**config.mk**
```make
export PLATFORM = sky130hd
export DESIGN_NAME = bse_front_flat
export DESIGN_NICKNAME = d
export VERILOG_FILES = /design/src/rtl/bse_pkg.sv /design/src/rtl/bse_if.sv /design/src/rtl/bse_front.sv /design/src/flat_wrapper.sv
export SDC_FILE = /design/constraint.sdc
export NUM_CORES = 1
export LEC_CHECK = 0
export CORE_AREA = 2 2 39 41
export CTS_CLUSTER_SIZE = 14
export DETAILED_ROUTE_END_ITERATION = 7
export DIE_AREA = 0 0 41 43
export DONT_BUFFER_PORTS = 1
export HOLD_SLACK_MARGIN = 0.12
export PLACE_DENSITY = 0.67
export SLEW_MARGIN = 20
export SYNTH_ARGS = -nofsm -noshare
export SYNTH_HDL_FRONTEND = slang
export SYNTH_SLANG_ARGS = --single-unit
```
**constraint.sdc**
```tcl
create_clock -name i_clk -period 7.1 [get_ports i_clk]
set_clock_uncertainty 0.15 [all_clocks]
set_input_delay 2.13 -clock i_clk [delete_from_list [all_inputs] [get_ports i_clk]]
set_output_delay 2.13 -clock i_clk [all_outputs]
set_load 0.03 [all_outputs]
```
**src/rtl/bse_pkg.sv**
```systemverilog
package bse_pkg;

    localparam int MAX_LENGTH_DEF = 256;
    localparam int NUM_BINS       = 256;
    localparam int BIN_AW         = 8;
    localparam int LG_FRAC        = 16;
    localparam int MANT_W         = 32;
    localparam int QUEUE_DEPTH    = 4;

    localparam logic [15:0] THRESH_RESET = 16'd18432;
    localparam logic [15:0] ENTROPY_MAX  = 16'd32768;

    typedef struct packed {
        logic       bump;
        logic       close;
        logic [7:0] byte_value;
    } t_cmd_ctl;

endpackage

```
**src/rtl/bse_if.sv**
```systemverilog
interface bse_in_if;
    logic       valid;
    logic       ready;
    logic [7:0] byte_value;
    logic       carries_byte;
    logic       last_byte;

    modport source (output valid, output byte_value, output carries_byte, output last_byte,
                    input ready);
    modport sink (input valid, input byte_value, input carries_byte, input last_byte,
                  output ready);
endinterface


```
**src/rtl/bse_front.sv**
```systemverilog
module bse_front import bse_pkg::*; #(
    parameter int MAX_LENGTH = MAX_LENGTH_DEF,
    localparam int LEN_W     = $clog2(MAX_LENGTH + 1)
) (
    input  logic             i_clk,
    input  logic             i_rst_n,
    bse_in_if.sink           i_in,
    input  logic             i_hold,
    input  logic             i_full,
    output logic             o_push,
    output t_cmd_ctl         o_cmd,
    output logic [LEN_W-1:0] o_len
);

    localparam logic [LEN_W-1:0] LEN_LIMIT = LEN_W'(MAX_LENGTH);

    logic [LEN_W-1:0] r_len;
    logic [LEN_W-1:0] n_len;
    logic             accept;
    logic             counted;

    assign i_in.ready = !i_full && !i_hold;
    assign accept     = i_in.valid && i_in.ready;
    assign counted    = i_in.carries_byte && (r_len < LEN_LIMIT);

    always_comb begin
        n_len = r_len;
        if (accept) begin
            if (i_in.last_byte) begin
                n_len = '0;
            end else if (counted) begin
                n_len = r_len + LEN_W'(1);
            end
        end
    end

    assign o_push = accept && (counted || i_in.last_byte);
    assign o_cmd  = '{bump: counted, close: i_in.last_byte, byte_value: i_in.byte_value};
    assign o_len  = counted ? r_len + LEN_W'(1) : r_len;

    always_ff @(posedge i_clk) begin
        if (!i_rst_n) begin
            r_len <= '0;
        end else begin
            r_len <= n_len;
        end
    end

    a_len_bound: assert property (@(posedge i_clk) disable iff (!i_rst_n)
        r_len <= LEN_LIMIT)
        else $error("Set length ran past its limit.");

    a_push_room: assert property (@(posedge i_clk) disable iff (!i_rst_n)
        o_push |-> !i_full)
        else $error("Command pushed into a full queue.");

endmodule

```
**src/flat_wrapper.sv**
```systemverilog
// flat-port wrapper written by rule: the top's interface ports become plain ports
module bse_front_flat import bse_pkg::*;
#(
    parameter int MAX_LENGTH = MAX_LENGTH_DEF,
    localparam int LEN_W     = $clog2(MAX_LENGTH + 1)
)
  (i_clk, i_rst_n, i_hold, i_full, o_push, o_cmd, o_len, i_in_valid, i_in_byte_value, i_in_carries_byte, i_in_last_byte, i_in_ready);
  bse_in_if i_in_i ();
  input  logic i_clk;
  input  logic i_rst_n;
  input  logic i_hold;
  input  logic i_full;
  output logic o_push;
  output t_cmd_ctl o_cmd;
  output logic [LEN_W-1:0] o_len;
  input wire logic [$bits(i_in_i.valid)-1:0] i_in_valid;
  input wire logic [$bits(i_in_i.byte_value)-1:0] i_in_byte_value;
  input wire logic [$bits(i_in_i.carries_byte)-1:0] i_in_carries_byte;
  input wire logic [$bits(i_in_i.last_byte)-1:0] i_in_last_byte;
  output wire logic [$bits(i_in_i.ready)-1:0] i_in_ready;
  assign i_in_i.valid = i_in_valid;
  assign i_in_i.byte_value = i_in_byte_value;
  assign i_in_i.carries_byte = i_in_carries_byte;
  assign i_in_i.last_byte = i_in_last_byte;
  assign i_in_ready = i_in_i.ready;
  bse_front #(.MAX_LENGTH(MAX_LENGTH)) u_core (.i_clk(i_clk), .i_rst_n(i_rst_n), .i_in(i_in_i), .i_hold(i_hold), .i_full(i_full), .o_push(o_push), .o_cmd(o_cmd), .o_len(o_len));
endmodule
```
==> impl_metrics.toml <==
[status]
run_status = "completed"

[sta]
fmax_ghz = 0.175
setup_viol_count_final = 0
rsz0062_at_grt = "false"
setup_ws_ps = 1370
setup_total_negative_slack_ps = 0
slew_violations = 0
fin_crit_ps = 5730
fin_crit_sh = 0.807
tightest_slew_ps = 688
maxSlewHeadroom = 0.538
finalHoldViolations = 0

[detailed_routing]
routed_wl_microns = 1350
num_vias = 585
remaining_drc_errors = 0
drt_pass1_iterations = 4
drt_iter0_markers = 18
ant_nets = 0
vias_per_cell = 6.36
wl_per_cell_microns = 14.6

[global_route]
met1_usage = 0.235
grtUsageMet2 = 0.238
grt_util_met3 = 0.0419
antenna_found_initial = 0
grt_util_all_layers = 0.174
top_usage_layer = "met2"
grt_overflow = 0
grt_max_degree = 12
grt_pass1_wl_microns = 2130
grt_pass1_vias = 539

[synth]
synth_seq_cells = 9
syn_area_per_cell_sq_um = 8.00
synthDistinctLibCells = 32
syn_area_sq_um = 688
synthTopCellsByCount = "buf_4 (10), dfxtp_1 (9), a21oi_1 (7)"
syn_inst = 86
synth.most_common_cell = "buf_4"
yosys_warnings = 0
synth_edf_count = 0
synth-main-ff-cell = "dfxtp_1"
syn-num-nets = 102
async_reset_ff_frac = 0
synth_top_cell_area_share = 0.262
synth_top_area_cell = "dfxtp_1"
ys_top_cells_by_area = "dfxtp_1 (26%), buf_4 (11%), a21oi_1 (5.1%), xnor2_1 (5.1%), o21ai_0 (4.4%)"
ys_seq_area_frac = 0.262

[floorplan]
row_count = 14
core_sq_um = 1380
io_pins = 36
die_y_microns = 43
die_x_microns = 41
die_area_sq_um = 1760
initial_utilization = 0.497

[finish]
largest_reg_flops = 9
fin_area_sq_um = 639
regMostFlops = "u_core.r_len"
stdcell_count = 92
nets = 93
top_regs = "u_core.r_len: 9 flops"
drive_gt1_frac = 0.118
fillCellCount = 154
antenna_cells = 0
area_growth_pct = -7.09

[placed_design]
placed_cells = 88
io_buffers = 0
pre_cts_slack_ps = 1370
place_congestion = 0.831
hpwl_microns = 1030
placed_area_sq_um = 613

[worst_setup_path]
reg2reg_depth = 4
worstPathArrival_ps = 3450
worstSetupPathType = "in2out"
required_ps = 4820
reg2reg_from = "u_core.r_len[3]"
setup.worst_path.end = "o_len[7]"
cp_max_fo = 9
reg2reg_to = "u_core.r_len[6]"
worstSetupStartpointType = "input port"
rrSetupSlack_ps = 5340
cp-end-kind = "output port"
crit_start = "i_in_carries_byte"

[clock_tree]
clock_path_buffers = 2
clock_latency_ps = 270
cts_made_buffers = 3
cts_root_buf = "clkbuf_4"
cts_hold_buf = 0
tritoncts = "done"
htree_levels = 1
cts_resized = 0
cts_sinks = 9
clk_pin_slew_ps = 60
cts_setup_buffers = 0

[power]
power_density_nw_per_um2 = 156
peakVddDrop_mv = 0.0788
power.total_uw = 99.5
p_leak_nw = 0.253

[min_path]
hold_path.class = "reg2reg"
min_path_cells = 2

[flow_run]
cap_viol_max_count = 0
cells by family (layout without fill, tap and decap cells):
logic type	Yosys count	in the layout	synth area share
adder cells (fa/ha/maj)	1	1	0.0182
buffers and inverters	18	8	0.165
multiplexers	1	1	0.0164
AND/OR/NAND/NOR	29	29	0.253
flip-flops	9	9	0.262
AO/OA/AOI/OAI	21	21	0.196
XOR/XNOR	7	7	0.0891
layer usage:
metal / vias to the layer above / wire length (microns)
li1: 278 / -
met1: 276 / 592
met2: 26 / 595
met3: 5 / 128
met4: 0 / 31
met5: - / 0
critical path, stage by stage:
cell     delay, ps
nor2b_1        100
buf_4          190
and4_1         280
and3_1         200
xnor2_1        540
report_power, final:
group | internal (mW) | total, mW | leakage (nW) | switching (mW)
combinational | 0.00247 | 0.00830 | 0.165 | 0.00584
sequential | 0.0506 | 0.0508 | 0.0725 | 0.000221
clock | 0.0217 | 0.0404 | 0.0150 | 0.0187
total | 0.0748 | 0.0995 | 0.253 | 0.0247
through the flow:
stage                     hold slack (ps)   util
after floorplan                       323      -
after global placement                350  0.443
after detailed placement              357  0.443
after CTS                             365  0.462
after global routing                  404  0.462
final                                 363  0.462
worst min-delay path by stage:
stage,startpoint,endpoint,slack (ps)
after detailed placement,u_core.r_len[6],u_core.r_len[6],360
after global placement,u_core.r_len[7],u_core.r_len[7],350
after CTS,u_core.r_len[6],u_core.r_len[6],370
final,u_core.r_len[6],u_core.r_len[6],360
after global routing,u_core.r_len[7],u_core.r_len[7],400
after floorplan,u_core.r_len[7],u_core.r_len[7],320
cell type report:
cell class | count | area, sq um | area share
clock buffer | 4 | 26.3 | 0.0411
inverter | 3 | 11.3 | 0.0176
multi-input combinational | 59 | 394 | 0.616
sequential | 9 | 180 | 0.282
tap | 16 | 20.0 | 0.0313
timing repair buffer | 1 | 7.51 | 0.0117
cells in the final DEF (no fill, tap or decap), types with 2 or more instances in the layout:
| cell | instances |
|---|---|
| and3_1 | 2 |
| and4b_1 | 2 |
| a41oi_1 | 2 |
| nand2_1 | 6 |
| or3_1 | 3 |
| nor3b_1 | 2 |
| xnor2_1 | 4 |
| o21ai_0 | 6 |
| a21oi_1 | 7 |
| nor2_1 | 6 |
| clkbuf_4 | 3 |
| nand4_1 | 2 |
| dfxtp_1 | 9 |
| inv_1 | 3 |
| xor2_1 | 3 |
No activity file was read; power rests on OpenSTA's default activity.
