===== src/rtl/bse_fifo.sv =====
module bse_fifo #(
    parameter int W     = 8,
    parameter int DEPTH = 4,
    localparam int AW   = $clog2(DEPTH),
    localparam int CW   = $clog2(DEPTH + 1)
) (
    input  logic         i_clk,
    input  logic         i_rst_n,
    input  logic         i_push,
    input  logic [W-1:0] i_data,
    input  logic         i_pop,
    output logic [W-1:0] o_data,
    output logic         o_empty,
    output logic         o_full
);

    logic [W-1:0]  r_mem [DEPTH];
    logic [AW-1:0] r_wptr;
    logic [AW-1:0] r_rptr;
    logic [CW-1:0] r_count;
    logic          do_push;
    logic          do_pop;

    localparam logic [AW-1:0] PTR_LAST = AW'(DEPTH - 1);

    assign o_empty = (r_count == '0);
    assign o_full  = (r_count == CW'(DEPTH));
    assign o_data  = r_mem[r_rptr];
    assign do_push = i_push && !o_full;
    assign do_pop  = i_pop && !o_empty;

    always_ff @(posedge i_clk) begin
        if (!i_rst_n) begin
            r_wptr  <= '0;
            r_rptr  <= '0;
            r_count <= '0;
        end else begin
            if (do_push) begin
                r_wptr <= (r_wptr == PTR_LAST) ? '0 : r_wptr + 1'b1;
            end
            if (do_pop) begin
                r_rptr <= (r_rptr == PTR_LAST) ? '0 : r_rptr + 1'b1;
            end
            if (do_push && !do_pop) begin
                r_count <= r_count + 1'b1;
            end else if (do_pop && !do_push) begin
                r_count <= r_count - 1'b1;
            end
        end
    end

    always_ff @(posedge i_clk) begin
        if (do_push) begin
            r_mem[r_wptr] <= i_data;
        end
    end

endmodule


===== config.mk =====
export PLATFORM = sky130hd
export DESIGN_NAME = bse_fifo
export DESIGN_NICKNAME = d
export VERILOG_FILES = /design/src/rtl/bse_fifo.sv
export SDC_FILE = /design/constraint.sdc
export NUM_CORES = 1
export LEC_CHECK = 0
export BUFFER_PORTS_ARGS = -buffer_cell sky130_fd_sc_hd__clkbuf_2
export CAP_MARGIN = 20
export CORE_MARGIN = 3
export CORE_UTILIZATION = 24
export DETAILED_ROUTE_END_ITERATION = 12
export PLACE_DENSITY = 0.43
export SLEW_MARGIN = 30
export SYNTH_ARGS = -nofsm -noshare
export SYNTH_HDL_FRONTEND = slang
export SYNTH_SLANG_ARGS = --single-unit

===== constraint.sdc =====
create_clock -name i_clk -period 2 [get_ports i_clk]
set_input_delay 0.1 -clock i_clk [delete_from_list [all_inputs] [get_ports i_clk]]
set_output_delay 0.1 -clock i_clk [all_outputs]
set_load 0.03 [all_outputs]

==> metrics.txt, run 1 <==
post-synthesis to final-layout area growth 25.9%; antenna diode count 0; status finished, final reports clean; Switching Share 0.314; post-place setup slack -61.9 ps; Slew HR 0.683; die area 7820 um^2; Port Buf Inserts 21; initial antenna violation count 0; crit path from r_count[2]$_SDFFE_PN0P_; clk_lat worst skew 280 ps; largest net degree at the start of global routing 13; WS Path Type reg2reg; worst hold start i_data[5]; clk sinks 41; Clock Tree Buf Depth 2; crit-path max FO 3; synthesis-stage register bit count 41; Non-Filler Instances 203; Power Total 2.64 mW; Psw 0.829 mW; total number of yosys warnings 0; Worst-path clk slew 70 ps; Post-Syn Area per Cell 17.5 um^2; routed len/inst 14.0 um; CP Capture Type flip-flop; maximum clock rate 0.512 GHz; First DRT Iteration DRCs 21; Core ar. 6460 um^2; placed instance count 194; combinational power share 0.331; fin. max-slew vios 0; largest area contributor in the synthesized netlist edfxtp_1; Lkg Pwr 0.741 nW; Reg2Reg Depth 8; Hold Path Class in2reg; Synth Cell Area 1630 um^2; ranking of synthesized cells by area edfxtp_1 (59%), dfxtp_1 (11%), mux4_2 (11%), ha_1 (4.6%), and2_1 (1.9%); TritonRoute pass-1 iters 4; Final Wtd Congestion 0.629; final worst slack 47.3 ps; total length of routed met3 wires 147 um; gr ovfl total 0; Worst Tran Pin Value 475 ps; DIE WIDTH 88.4 um; RSZ-0062 raised after global routing yes; post-DP HPWL 2040 um; Final Skew 3.81 ps; Metal-1 WL 1270 um; Sum Neg Setup Slack 0 ps; H-tree depth 2; clock buffer count from CTS 5; Via Count 860; R2R Path Start r_count[2]$_SDFFE_PN0P_; Starting Density 0.252; crit path max-delay cell type dfxtp_4; Max VDD drop 0.569 mV; Sequential Area 1150 um^2; CTS tree done; sequential power share 0.432; footprint of the multi-input gates 505 um^2; Final Hold Viols 0; Distinct cells, synth 23; Final period util 0.976; die height 88.4 um; vias in the first global route 901; max-cap violations 0; Worst EP required 2210 ps; DRC 0; Net Count, Synth 112; Root Driver clkbuf_8; All-Layer GR Usage 0.0834; Hold-fix buffers, CTS 0; global-route wire length before repair 4660 um; Final Net Count 145; CP startpoint kind flip-flop; sequential-to-total area share from yosys stat 0.700; Final ANT Viol Nets 0; clock group share of total power 0.237; Cell Int Power 1.81 mW; critical path's largest stage delay 360 ps; worst path cell trace nor3b_4 -> nor2b_2 -> ha_4 -> inv_2 -> fa_2 -> xor2_2 -> or3_1 -> a21boi_1; minimum clock period 1950 ps; met2 wire length 1380 um; I/O Pins 22; layout cells sized above 1 0.437; Setup violations, final 0; Synth Instances 93; FILL cells 649; drt total wl 2850 um; Hold WS 27.6 ps; FP Rows 29; share of the synthesized area in the top cell type 0.589; uppermost layer routed met4; mean number of vias per cell 4.24; crit path DAT 2170 ps; Power Dens Cells 1290 nW/um^2; hold depth 1
[power by group through the flow]
stage | logic, mW | registers [mW] | clock network (mW)
after floorplan | 0.600 | 1.13 | 0
after global placement | 0.825 | 1.14 | 0
after detailed placement | 0.852 | 1.15 | 0
after CTS | 0.868 | 1.14 | 0.655
after global routing | 0.959 | 1.16 | 0.703
final | 0.874 | 1.14 | 0.627
[layer usage]
metal | vias up | track usage
met5 | - | 0
met4 | 0 | 0.0330
met3 | 7 | 0.0326
met2 | 23 | 0.137
met1 | 421 | 0.0981
li1 | 409 | -
[final cells by class]
type                    instances  share of cell area
clock buffers                   5              0.0335
repair buffers                 30              0.0902
clock inverters                 2              0.0171
multi-input cells              45               0.246
well taps                      77              0.0470
flip-flops and latches         41               0.560
inverters                       3             0.00549
[path summary, 6_finish.rpt]
kind,slack (ps),endpoint
hold / removal,30,r_mem[0][5]$_DFFE_PP_
setup reg to reg,50,r_count[2]$_SDFFE_PN0P_
hold reg to reg,510,r_wptr[1]$_SDFFE_PN0P_
setup / recovery,50,r_count[2]$_SDFFE_PN0P_
[synthesized netlist by cell type, drive strengths merged]
| master | n |
|---|---|
| edfxtp | 32 |
| dfxtp | 9 |
| mux4 | 8 |
| ha | 6 |
| nand2 | 6 |
| and2 | 5 |
| buf | 3 |
| inv | 3 |
| mux2i | 3 |
| o21ai | 3 |
| nand3 | 2 |
| nor2 | 2 |
| nor2b | 2 |
| a21boi | 1 |
| clkbuf | 1 |
| fa | 1 |
| nor3 | 1 |
| nor3b | 1 |
| o31ai | 1 |
| or3 | 1 |
| xnor2 | 1 |
| xor2 | 1 |
[critical path: cells and delay by family (launching register included)]
| kind | cells | cell delay (ps) |
|---|---|---|
| compound gates | 1 | 120 |
| xor+xnor | 1 | 160 |
| fa+ha+maj | 2 | 510 |
| buf+inv | 1 | 30 |
| flops | 1 | 360 |
| simple gates | 3 | 700 |
[metrics by stage]
| stage | util | area, um^2 |
|---|---|---|
| after floorplan | - | 1660 |
| after global placement | 0.295 | 1910 |
| after detailed placement | 0.295 | 1910 |
| after CTS | 0.314 | 2030 |
| after global routing | 0.318 | 2050 |
| final | 0.318 | 2050 |
[registers in the layout, indices dropped and copies added (netlist names), named ones only]
name	cells
r_count	3
r_mem	32
r_rptr	2
r_wptr	2
[cells in the final DEF, fill, tap and decap left out, drive strengths merged, types with 2 or more instances in the layout]
master and instances:
mux2i 3, clkbuf 26, nand2 6, and2 5
nor2b 2, mux4 8, edfxtp 32, dfxtp 9
inv 3, ha 6, nor2 2, buf 9
nand3 2, o21ai 3
[logic make-up after synthesis]
logic type,synth area share
DFF,0.700
and+or+nand+nor,0.0660
muxes,0.129
buffers and inverters,0.0176
adders and majority gates,0.0583
AOI/OAI and AO/OA,0.0184
xor gates and xnor gates,0.0107
[timing repair]
item | in CTS | in global routing
gates resized for setup | 3 | 6
pin swaps | 1 | 2
buffers inserted | 1 | 1
endpoints found under the setup margin | 1 | 1
gates cloned | 0 | 0
No activity file was read; power rests on OpenSTA's default activity.
==> run 2: changes to the inputs <==
--- a/config.mk
+++ b/config.mk
@@ -7,5 +7,4 @@
 export LEC_CHECK = 0
 export BUFFER_PORTS_ARGS = -buffer_cell sky130_fd_sc_hd__clkbuf_2
-export CAP_MARGIN = 20
 export CORE_MARGIN = 3
 export CORE_UTILIZATION = 24
==> constraint.sdc (replaced) <==
create_clock -name i_clk -period 2 [get_ports i_clk]
set_input_delay 0.1 -clock i_clk [delete_from_list [all_inputs] [get_ports i_clk]]
set_output_delay 0.1 -clock i_clk [all_outputs]
set_load 0.01 [all_outputs]
==> run 2 against run 1 <==
Against the previous run:
- clock skew up 2.3 ps
- hold slack worse by 8.7 ps
- routed wire length up 3.6%
- final area down 2.7%
- largest cell class unchanged
- power down 7.6%
- die area unchanged
- critical endpoint unchanged
- cell count down 1.5%
- critical path type unchanged
- flip-flop and latch count unchanged
==> metrics.txt, run 2 (same netlist as run 1, synthesis figures left out) <==
clk sinks 41; reg2reg setup slack 40 ps; CP top delay family simple AND/OR/NAND/NOR gates; Hold WS 18.9 ps; Root Driver clkbuf_8; CP Depth 8; minimum clock period 1960 ps; initial antenna violation count 0; post-DP HPWL 1950 um; fin. max-slew vios 0; First DRT Iteration DRCs 30; FP Rows 29; WS Path Type reg2reg; Reg2Reg Depth 8; Worst Tran Pin Value 454 ps; All-Layer GR Usage 0.0830; commonest non-fill, non-tap cell in the layout edfxtp_1; gr ovfl total 0; Max VDD drop 0.393 mV; I/O Pins 22; FF-to-FF End r_count[2]$_SDFFE_PN0P_; Clock Tree Buf Depth 2; Core ar. 6460 um^2; largest net degree at the start of global routing 13; Top Registers r_mem (32), r_count (3); DRC 0; Design Area, Final 2000 um^2; Setup violations, final 0; Hold Path Class in2reg; crit-path max FO 5; Final Net Count 142; Power Dens Cells 1220 nW/um^2; drt total wl 2950 um; maximum clock rate 0.510 GHz; R2R Path Start r_count[2]$_SDFFE_PN0P_; end of the critical path r_count[2]$_SDFFE_PN0P_; max-cap violations 0; crit path max-delay cell type dfxtp_4; clk_lat worst skew 290 ps; global-route wire length before repair 4570 um; Final Skew 6.13 ps; antenna diode count 0; CP startpoint kind flip-flop; crit path DAT 2180 ps; Final Hold Viols 0; Starting Density 0.252; Buf/Inv on CP 1; H-tree depth 2; RSZ-0062 raised after global routing yes; final worst slack 37.4 ps; crit path from r_count[2]$_SDFFE_PN0P_; Cell Area, Placed 1840 um^2; TritonRoute pass-1 iters 4; die height 88.4 um; Final Wtd Congestion 0.717; clock buffer count from CTS 5; status finished, final reports clean; Slew HR 0.697; Core Util, Final 0.309; Port Buf Inserts 21; Sum Neg Setup Slack 0 ps; FILL cells 633; DIE WIDTH 88.4 um; routed len/inst 14.7 um; vias in the first global route 916; Worst EP required 2220 ps; post-place setup slack -83.9 ps; layout cells sized above 1 0.431; Hold-fix buffers, CTS 0; Via Count 860; post-synthesis to final-layout area growth 22.4%; Final period util 0.981; max reg flops 32; Worst-path clk slew 80 ps; CTS tree done; Lkg Pwr 0.722 nW; most frequent cells in the layout edfxtp_1 (32), clkbuf_2 (21), mux4_2 (8); die area 7820 um^2; mean number of vias per cell 4.30; critical path's largest stage delay 370 ps; Top reg by flops r_mem; CP Capture Type flip-flop; Final ANT Viol Nets 0; worst path cell trace nor3b_2 -> nor2b_1 -> ha_2 -> inv_1 -> fa_2 -> xor2_1 -> or3_1 -> a21boi_1
-- run 2: changes by cell type in the layout (fill, tap and decap cells not counted), sizes merged --
cell and change:
buf -3
-- run 2: stage by stage --
stage	instances	power, mW
after global routing	200	2.60
final	200	2.44
after global placement	190	1.76
after detailed placement	190	1.79
after CTS	200	2.47
after floorplan	93	1.56
-- run 2: what timing repair did --
item / CTS / global route
endpoints found under the setup margin: 1 / 33
pin swaps: 1 / 1
buffers inserted: 3 / 0
resized for setup: 6 / 5
-- run 2: area by class of cell --
class                           instances  area (um^2)  area share
Sequential cell                        41         1150       0.576
Clock inverter                          2         35.0      0.0176
Tap cell                               77         96.3      0.0483
Inverter                                3         11.3     0.00564
Multi-Input combinational cell         45          484       0.243
Clock buffer                            5         68.8      0.0345
Timing Repair Buffer                   27          150      0.0752
-- run 2: worst reg2reg max path, cell delays in order, from the launching register on --
cell and delay (ps):
dfxtp_4 370, nor3b_2 160, nor2b_1 160, ha_2 210, inv_1 50, fa_2 330
xor2_1 160, or3_1 320, a21boi_1 120
-- run 2: worst min path at each step --
stage / start / end / slack [ps] / depth (start not counted)
4_1_cts: i_data[7] / r_mem[2][7]$_DFFE_PP_ / 10 / 1
3_3_place_gp: i_data[3] / r_mem[2][3]$_DFFE_PP_ / 320 / 1
2_1_floorplan: i_data[0] / r_mem[0][0]$_DFFE_PP_ / 200 / 0
5_1_grt: i_data[7] / r_mem[2][7]$_DFFE_PP_ / 20 / 1
3_5_place_dp: i_data[7] / r_mem[2][7]$_DFFE_PP_ / 320 / 1
6_report: i_data[7] / r_mem[2][7]$_DFFE_PP_ / 20 / 1
-- run 2: where the power goes --
group / switching [mW] / internal [mW]
clock network: 0.272 / 0.363
registers: 0.0929 / 1.06
logic: 0.317 / 0.340
total: 0.683 / 1.76
-- run 2: layer usage --
layer	global-route usage	routed length, um	vias to the layer above
li1	-	-	406
met1	0.0916	1280	425
met2	0.139	1460	24
met3	0.0326	170	5
met4	0.0412	38	0
met5	0	0	-
==> run 3: changes to the inputs <==
--- a/config.mk
+++ b/config.mk
@@ -11,4 +11,5 @@
 export DETAILED_ROUTE_END_ITERATION = 12
 export PLACE_DENSITY = 0.43
+export SETUP_SLACK_MARGIN = 0.15
 export SLEW_MARGIN = 30
 export SYNTH_ARGS = -nofsm -noshare
==> constraint.sdc (replaced) <==
create_clock -name i_clk -period 2 [get_ports i_clk]
set_input_delay 0.1 -clock i_clk [delete_from_list [all_inputs] [get_ports i_clk]]
set_output_delay 0.1 -clock i_clk [all_outputs]
set_load 0.05 [all_outputs]
==> run 3 against run 2 <==
Against the previous run:
- maximum frequency is 2.0% higher
- global-route usage shrank 0.093 points
- via count increased by 1.2%
- largest cell class unchanged
- largest power group unchanged
- routed wire length shrank 0.44%
- sequential share of layout area is 0.94 points lower
- cell count is 1.5% higher
- flip-flop and latch count stayed put
- sequential power is essentially flat
- hold slack gained 6.9 ps
- critical path type unchanged
- clock skew decreased by 4.4 ps
- clock power is 3% higher
- highest routed layer unchanged
==> metrics.txt, run 3 (same netlist as run 1, synthesis figures left out) <==
status finished, final reports clean; worst path cell trace nor3b_4 -> nor2b_2 -> ha_4 -> inv_2 -> fa_2 -> xor2_1 -> or3_1 -> a21boi_1; Worst Tran Pin Value 476 ps; initial antenna violation count 0; Sum Neg Setup Slack 0 ps; DRC 0; minimum clock period 1920 ps; Final Skew 1.70 ps; Cell Area, Placed 1880 um^2; WS Path Type reg2reg; Top Registers r_mem (32), r_count (3); CP Capture Type flip-flop; placed instance count 191; Psw 0.981 mW; mean number of vias per cell 4.29; Switching Share 0.353; Worst-path clk slew 80 ps; Non-Filler Instances 203; crit path max-delay cell type dfxtp_4; die area 7820 um^2; crit-path max FO 3; Worst EP required 2210 ps; crit path DAT 2140 ps; Design Area, Final 2030 um^2; All-Layer GR Usage 0.0821; H-tree depth 2; Lkg Pwr 0.730 nW; Via Count 870; Final period util 0.962; combinational power share 0.350; final worst slack 75.5 ps; max reg flops 32; crit path from r_count[2]$_SDFFE_PN0P_; Setup violations, final 0; Buf/Inv on CP 1; layout cells sized above 1 0.421; gr ovfl total 0; post-DP HPWL 1960 um; Power Dens Cells 1370 nW/um^2; met2 wire length 1570 um; die height 88.4 um; clk_lat worst skew 290 ps; maximum clock rate 0.520 GHz; Slew HR 0.683; Max VDD drop 0.480 mV; fin. max-slew vios 0; total length of routed met3 wires 117 um; reg2reg setup slack 80 ps; Top reg by flops r_mem; Port Buf Inserts 21; sequential power share 0.416; CTS tree done; commonest non-fill, non-tap cell in the layout edfxtp_1; R2R Path Start r_count[2]$_SDFFE_PN0P_; First DRT Iteration DRCs 58; Root Driver clkbuf_8; Hold Path Class in2reg; Core ar. 6460 um^2; Clock Tree Buf Depth 2; I/O Pins 22; antenna diode count 0; Final Hold Viols 0; Hold-fix buffers, CTS 0; post-place setup slack -61.1 ps; DIE WIDTH 88.4 um; clk sinks 41; Cell Int Power 1.80 mW; Final ANT Viol Nets 0; CP startpoint kind flip-flop; clock buffer count from CTS 5; routed len/inst 14.5 um; CP top delay family simple AND/OR/NAND/NOR gates; Starting Density 0.252; max-cap violations 0; post-synthesis to final-layout area growth 24.7%; TritonRoute pass-1 iters 4; most frequent cells in the layout edfxtp_1 (32), clkbuf_2 (21), mux4_2 (8), buf_4 (8); RSZ-0062 raised after global routing yes; largest net degree at the start of global routing 14; critical path's largest stage delay 360 ps; Final Wtd Congestion 0.708; FP Rows 29; uppermost layer routed met4; clock group share of total power 0.235; drt total wl 2940 um; Final Net Count 144; global-route wire length before repair 4710 um; Metal-1 WL 1210 um; worst hold start i_data[4]; vias in the first global route 952
## run 3: timing repair
| action | CTS | global route |
|---|---|---|
| gates cloned | 0 | 0 |
| pin swaps | 4 | 3 |
| endpoints found under the setup margin | 1 | 1 |
| buffers inserted | 3 | 1 |
| resized for setup | 3 | 1 |
## run 3: stage by stage
stage	power (mW)	util	hold WS (ps)
6_report	2.78	0.315	25.8
5_1_grt	2.94	0.315	24.7
4_1_cts	2.81	0.313	20.0
3_5_place_dp	2.12	0.291	324
3_3_place_gp	2.09	0.291	321
2_1_floorplan	1.88	-	199
## run 3: final cells by class
type                            instances  area (um^2)
Inverter                                3         11.3
Sequential cell                        41         1150
Fill cell                             639         4430
Tap cell                               77         96.3
Timing Repair Buffer                   29          165
Clock buffer                            5         68.8
Multi-Input combinational cell         45          498
Clock inverter                          3         41.3
## run 3: power by group through the flow
| stage | registers [mW] | logic, mW | clock network (mW) |
|---|---|---|---|
| after CTS | 1.16 | 0.984 | 0.671 |
| final | 1.15 | 0.972 | 0.652 |
| after global placement | 1.16 | 0.935 | 0 |
| after global routing | 1.18 | 1.05 | 0.713 |
| after floorplan | 1.13 | 0.751 | 0 |
| after detailed placement | 1.17 | 0.951 | 0 |
## run 3: worst paths after layout
path | cells after the start | endpoint
max | 8 | r_count[2]$_SDFFE_PN0P_
min | 1 | r_mem[2][4]$_DFFE_PP_
max reg2reg | 8 | r_count[2]$_SDFFE_PN0P_
min reg2reg | 2 | r_wptr[1]$_SDFFE_PN0P_
## run 3: layer usage
layer	track usage	vias up
met2	0.149	18
met3	0.0289	4
met4	0.0247	0
met1	0.0900	439
met5	0	-
li1	-	409
